===== src/wis_pkg.sv =====
// Shared types and constants for the weighted index sampler.
// No dependencies; imported by every module in src.
package wis_pkg;

	localparam int MAX_ENTRIES = 256;
	localparam int WEIGHT_BITS = 16;
	localparam int IDX_W       = $clog2(MAX_ENTRIES);
	localparam int CNT_W       = IDX_W + 1;
	localparam int SUM_W       = WEIGHT_BITS + IDX_W;
	localparam int WORD_W      = 32;
	localparam int STEP_W      = $clog2(WORD_W);

	typedef enum logic [1:0] {
		MODE_CLEAR  = 2'd0,
		MODE_APPEND = 2'd1,
		MODE_SAMPLE = 2'd2,
		MODE_QUERY  = 2'd3
	} mode_t;

	typedef enum logic [1:0] {
		ST_OK     = 2'd0,
		ST_ZERO   = 2'd1,
		ST_FULL   = 2'd2,
		ST_BADPOS = 2'd3
	} status_t;

	typedef enum logic [6:0] {
		S_IDLE = 7'b0000001,
		S_DIV  = 7'b0000010,
		S_BRD  = 7'b0000100,
		S_BCMP = 7'b0001000,
		S_QA   = 7'b0010000,
		S_QB   = 7'b0100000,
		S_QC   = 7'b1000000
	} state_t;

	typedef struct packed {
		logic             en;
		logic [IDX_W-1:0] addr;
		logic [SUM_W-1:0] data;
	} wis_wr_t;

	typedef struct packed {
		logic             en;
		logic [IDX_W-1:0] addr;
	} wis_rd_t;

endpackage


===== src/wis_mod.sv =====
// Bit-serial restoring modulo: one dividend bit per cycle, over all WORD_W dividend bits.
// Depends on wis_pkg. Divisor must stay stable while active.
module wis_mod (
	input  logic                          clk,
	input  logic                          arst_n,
	input  logic                          start,
	input  logic [wis_pkg::WORD_W-1:0]    dividend,
	input  logic [wis_pkg::SUM_W-1:0]     divisor,
	output logic                          done,
	output logic [wis_pkg::SUM_W-1:0]     rem
);
	import wis_pkg::*;

	logic              active_q;
	logic              done_q;
	logic [STEP_W-1:0] step_q;
	logic [WORD_W-1:0] word_q;
	logic [SUM_W-1:0]  rem_q;
	logic [SUM_W:0]    trial;
	logic [SUM_W:0]    diff;
	logic [SUM_W-1:0]  rem_next;

	// shift in next bit, subtract if it fits
	always_comb begin
		trial    = {rem_q, word_q[WORD_W-1]};
		diff     = trial - {1'b0, divisor};
		rem_next = (trial >= {1'b0, divisor}) ? diff[SUM_W-1:0] : trial[SUM_W-1:0];
	end

	always_ff @(posedge clk or negedge arst_n) begin
		if (!arst_n) begin
			active_q <= 1'b0;
			done_q   <= 1'b0;
			step_q   <= '0;
		end else begin
			done_q <= 1'b0;
			if (start) begin
				active_q <= 1'b1;
				step_q   <= '0;
			end else if (active_q) begin
				step_q <= step_q + 1'b1;
				if (step_q == STEP_W'(WORD_W - 1)) begin
					active_q <= 1'b0;
					done_q   <= 1'b1;
				end
			end
		end
	end

	always_ff @(posedge clk) begin
		if (start) begin
			word_q <= dividend;
			rem_q  <= '0;
		end else if (active_q) begin
			word_q <= {word_q[WORD_W-2:0], 1'b0};
			rem_q  <= rem_next;
		end
	end

	assign done = done_q;
	assign rem  = rem_q;

endmodule


===== config.mk =====
export PLATFORM = sky130hd
export DESIGN_NAME = wis_mod
export DESIGN_NICKNAME = d
export VERILOG_FILES = /design/src/wis_pkg.sv /design/src/wis_mod.sv
export SDC_FILE = /design/constraint.sdc
export NUM_CORES = 1
export LEC_CHECK = 0
export BUFFER_PORTS_ARGS = -buffer_cell sky130_fd_sc_hd__buf_4
export CORE_AREA = 4 4 101 103
export DETAILED_ROUTE_END_ITERATION = 12
export DIE_AREA = 0 0 105 107
export PLACE_DENSITY = 0.68
export SLEW_MARGIN = 30
export SYNTH_ARGS = -nofsm -noshare
export SYNTH_HDL_FRONTEND = slang
export SYNTH_SLANG_ARGS = --single-unit
export TNS_END_PERCENT = 50

===== constraint.sdc =====
create_clock -name clk -period 3.05 [get_ports clk]
set_input_delay 0.4575 -clock clk [delete_from_list [all_inputs] [get_ports clk]]
set_output_delay 0.4575 -clock clk [all_outputs]
set_load 0.05 [all_outputs]

Word-level counts from Yosys, hierarchy flattened

Cells that the tools add are included.

Flip-flop bits (word level): 63
Output and inout port bits: 25
Input bits: 59
Word-level logic and storage cells: 21

Magnitude comparators: 1
Equal/unequal tests: 1
Multiplexer cells: 11
Reductions and logical operators: 1
$add $sub $neg: 2

Operators with widths:

| cell                  | number |
|---|---|
| $mux W32              | 2 |
| $ge A25 B24 Y1        | 1 |
| $mux W24              | 1 |
| $sub A24 B24 Y24      | 1 |
| $mux W5               | 2 |
| $mux W1               | 6 |
| $add A5 B1 Y5 const B | 1 |
| $eq A5 B5 Y1 const B  | 1 |
| $reduce_bool A2 Y1    | 1 |

Depth between registers and ports, before layout

Depth in word-level cells: 4
Mapped depth: 13
Depth with buffers taken out: 12

Least setup slack after synthesis

OpenSTA, ideal clock, no wires.

Kind: flip-flop to flip-flop
From: register rem_q[3], in the netlist rem[3]
To: register rem_q[13], in the netlist rem[13]
Arrival: 2831 ps
Required time: 2964 ps
Path buffers: 1
Clock period less this slack: 2917 ps
Cell stages (with the launch flop): 11
Library setup time: 86 ps
Path slack: 133 ps
Cells stage by stage: dfxtp_1 -> ha_1 -> a21o_1 -> a31o_1 -> o21ai_2 -> nand2_2 -> a221oi_4 -> nand2_2 -> buf_2 -> mux2i_1 -> a211oi_1

Cells in the longest elaborated chain, start to end: 2
Elaborated cells on any way between the ends: 3
Those cells by class: add/sub: 1; order compare: 1; mux: 1

RTL lines:

| item                                               | line                         | source |
|---|---|---|
| start, declared                                    | wis_mod.sv:18                | `logic [SUM_W-1:0] rem_q;` |
| start signal, assigned                             | wis_mod.sv:56                | `rem_q <= rem_next;` |
| $sub A24 B24 Y24 or $ge A25 B24 Y1 (tied branches) | wis_mod.sv:26, wis_mod.sv:27 |  |
| $mux W24 (*)                                       | wis_mod.sv:27                | `rem_next = (trial >= {1'b0, divisor}) ? diff[SUM_W-1:0] : trial[SUM_W-1:0];` |

Mark *: on every way between the ends. The rest lies on a longest branch, timed or not.
A chain may end at the register's enable or synchronous reset.

Worst setup path after layout

From: register word_q[31]
To: register rem_q[18], in the netlist rem[18]

Cells in the longest elaborated chain, start to end: 2
Elaborated cells on any way between the ends: 3
Those cells by class: add/sub: 1; order compare: 1; mux: 1

RTL lines:

| item                                               | line                         | source |
|---|---|---|
| start, declared                                    | wis_mod.sv:17                | `logic [WORD_W-1:0] word_q;` |
| start signal, assigned                             | wis_mod.sv:52                | `word_q <= dividend;` |
| start signal, assigned                             | wis_mod.sv:55                | `word_q <= {word_q[WORD_W-2:0], 1'b0};` |
| $sub A24 B24 Y24 or $ge A25 B24 Y1 (tied branches) | wis_mod.sv:26, wis_mod.sv:27 |  |
| $mux W24 (*)                                       | wis_mod.sv:27                |  |

Marked as above.

==> impl_metrics.env <==
export IMPL_syn_area_sq_mm=0.00409
export IMPL_final_cell_mix="buf_4, nor2_1, edfxtp_1"
export IMPL_synth_fa_ha_area_frac=0.0844
export IMPL_io_pins=84
export IMPL_antenna_cells=0
export IMPL_dp_cells=607
export IMPL_hpwl_microns=7250
export IMPL_final_layout_size_suffix_gt1_frac=0.311
export IMPL_arrival_ns=3.06
export IMPL_cp_end_kind="register"
export IMPL_power_density_mw_per_mm2=904
export IMPL_synth_edff_count=32
export IMPL_fin_skew_ns=0.00892
export IMPL_ir_drop_uv=478
export IMPL_clock_sinks=63
export IMPL_critPathSlowestCell="edfxtp_1"
export IMPL_path_common_cell="inv_1"
export IMPL_hp_class="input pin to register"
export IMPL_finalCritPeriodShare=0.916
export IMPL_die_area_sq_mm=0.0112
export IMPL_grt_pass1_wl_microns=16300
export IMPL_synth_xor_area_share=0.0492
export IMPL_die_h_microns=107
export IMPL_async_flop_share=0.111
export IMPL_area_growth_pct=25.4
export IMPL_nNetsFinal=595
export IMPL_initial_utilization=0.445
export IMPL_worstMarginPinSlew_ns=0.719
export IMPL_fmax_mhz=358
export IMPL_yosys_most_used_dff="edfxtp_1"
export IMPL_track_usage=0.177
export IMPL_rsz0062_at_grt="false"
export IMPL_drt_iter0_drc=149
export IMPL_critPathLaunchType="register"
export IMPL_clkLatencyLatePin_ns=0.35
export IMPL_required_ns=3.31
export IMPL_setup_tns_ns=0
export IMPL_cts_tree="built"
export IMPL_grt_pass1_vias=3389
export IMPL_cap_violations=0
export IMPL_place_gp_congestion=0.891
export IMPL_htree_levels=3
export IMPL_cts_buffer_depth=2
export IMPL_synth_ff_latch_count=63
export IMPL_yosys_warnings=0
export IMPL_synth_compound_area_frac=0.193
export IMPL_status="complete, no violations"
export IMPL_wirelength_microns=9850
export IMPL_antenna_found_initial=0
export IMPL_crit_path_cell_trace="inv_1 > ha_1 > inv_1 > fa_2 > a21o_1 > a221oi_4 > o21ai_2 > buf_4 > a311o_1 > nor2_1 > xnor2_1 > nand2_1 > a311oi_2"
export IMPL_synthesis_nets=503
export IMPL_grt_max_degree=48
export IMPL_wire_per_inst_microns=15.8
export IMPL_rows=35
export IMPL_synthDistinctLibCells=54
export IMPL_synth_top_family_by_area="compound AO/OA/AOI/OAI gates"
export IMPL_min_period_ns=2.79
export IMPL_relSlewSlack=0.519
export IMPL_path_class="register to register"
export IMPL_ctsRootBufferMaster="clkbuf_8"
export IMPL_die_w_microns=105
export IMPL_io_buffers=83
export IMPL_clk_pin_slew_ns=0.08
export IMPL_synth_simple_gate_area_frac=0.117
export IMPL_vias_per_cell=5.46
export IMPL_syn_instance_count=417
export IMPL_final_cells=625
export IMPL_cp_max_fo=4
export IMPL_drcViolationCount=0
export IMPL_overflow=0
export IMPL_setup_violations=0
export IMPL_hold_violations=0
export IMPL_final_common_cell="buf_4"
export IMPL_slew_viol_final=0
export IMPL_muxShareOfSynthArea=0.110
export IMPL_core_area_sq_mm=0.00920
export IMPL_ys_seq_area_frac=0.395
export IMPL_syn_avg_cell_area_sq_um=9.81
export IMPL_drt_first_pass_iters=4
export IMPL_cts_inserted_buffers=9
export IMPL_slowest_delay_ns=0.40
export IMPL_num_vias=3415
export IMPL_ant_nets=0
export IMPL_p_leak_nw=2.34
==> cell families (layout without fill, tap and decap cells) <==
family | after synthesis | after routing
and+or+nand+nor | 104 | 104
buffers and inverters | 49 | 146
AOI/OAI and AO/OA | 110 | 110
muxes | 41 | 41
DFF | 63 | 63
adders and majority gates | 27 | 27
xor gates and xnor gates | 23 | 23
==> metrics by stage <==
step	power (W)	worst slack, ns	utilization	hold WS (ns)	area, sq um
floorplan	0.00311	0.133	-	0.162	4090
global placement	0.00379	0.153	0.530	0.272	4880
detailed placement	0.00382	0.0987	0.530	0.276	4880
CTS	0.00461	0.156	0.554	0.387	5090
global route	0.00494	0.0484	0.558	0.393	5130
finish	0.00464	0.256	0.558	0.397	5130
==> final cells by class <==
class	count	area [sq um]
clock buffer	10	138
sequential	63	1620
fill	841	4070
timing repair buffer	99	758
clock inverter	6	70.1
multi-input combinational	305	2290
inverter	31	116
tap	111	139
==> worst max-delay path, delay by kind of cell, from the launching register on <==
family | cells | cell delay [ns]
compound gates | 5 | 1.19
fa+ha+maj | 2 | 0.50
flops | 1 | 0.40
buf+inv | 3 | 0.29
simple gates | 2 | 0.21
xor+xnor | 1 | 0.13
==> repair_timing <==
action                                 4_1_cts  5_1_grt
hold buffers                                 1        0
resized for setup                            0        5
setup endpoints to repair                    0        5
buffers inserted                             0        1
endpoints found under the hold margin        7        0
==> state kept, by name, summed over array words and instances, names as in the netlist <==
signal and count:
active_q 1, done 1, rem 24, step_q 5, word_q 32
==> layer usage <==
layer | track usage | share of wire | vias up
met2 | 0.286 | 0.47 | 81
met5 | 0 | 0 | -
met4 | 0.0534 | 0.014 | 0
li1 | - | - | 1712
met3 | 0.0301 | 0.046 | 13
met1 | 0.242 | 0.47 | 1609
==> synthesized netlist by cell type, drive strengths merged, types with 2 or more instances <==
| library cell | number | area (sq um) |
|---|---|---|
| dfxtp | 24 | 480 |
| nor2b | 2 | 12.5 |
| a221oi | 2 | 41.3 |
| a32oi | 3 | 26.3 |
| ha | 26 | 325 |
| a311o | 2 | 20.0 |
| or2 | 3 | 18.8 |
| nand2 | 25 | 98.8 |
| a311oi | 7 | 73.8 |
| a31oi | 3 | 25.0 |
| nand2b | 2 | 12.5 |
| o211ai | 4 | 30.0 |
| mux2i | 10 | 100 |
| o21ai | 14 | 73.8 |
| mux2 | 31 | 349 |
| o21bai | 3 | 22.5 |
| a41oi | 2 | 17.5 |
| dfrtp | 7 | 175 |
| buf | 6 | 50.0 |
| a211oi | 15 | 113 |
| clkbuf | 12 | 45.0 |
| xor2 | 8 | 70.1 |
| nand3 | 7 | 35.0 |
| nor4 | 2 | 12.5 |
| nor2 | 42 | 158 |
| and3 | 6 | 37.5 |
| a21oi | 31 | 155 |
| a21boi | 2 | 15.0 |
| xnor2 | 15 | 131 |
| a211o | 4 | 35.0 |
| nand4 | 6 | 37.5 |
| inv | 31 | 116 |
| nor3 | 4 | 20.0 |
| edfxtp | 32 | 961 |
| and2 | 3 | 18.8 |
| a21o | 12 | 90.1 |
==> path summary, 6_finish.rpt <==
check / start / to / slack, ns / cells past startpoint
setup / recovery: word_q[31]$_DFFE_PP_ / rem[18]$_SDFFE_PP0P_ / 0.26 / 13
hold / removal: dividend[0] / word_q[0]$_SDFFCE_PN0P_ / 0.40 / 2
setup reg to reg: word_q[31]$_DFFE_PP_ / rem[18]$_SDFFE_PP0P_ / 0.26 / 13
hold reg to reg: rem[16]$_SDFFE_PP0P_ / rem[17]$_SDFFE_PP0P_ / 0.52 / 2
max in group asynchronous: arst_n / done$_DFF_PN0_ / 2.48 / 2
min in group asynchronous: arst_n / step_q[2]$_DFFE_PN0P_ / 0.44 / 2
==> power by group <==
group          internal [W]  leakage, nW  switching [W]
combinational       0.00108         1.62        0.00154
sequential          0.00108        0.626       0.000168
clock              0.000402       0.0947       0.000367
total               0.00256         2.34        0.00208
Note: power is estimated with default switching activity, not from simulation.
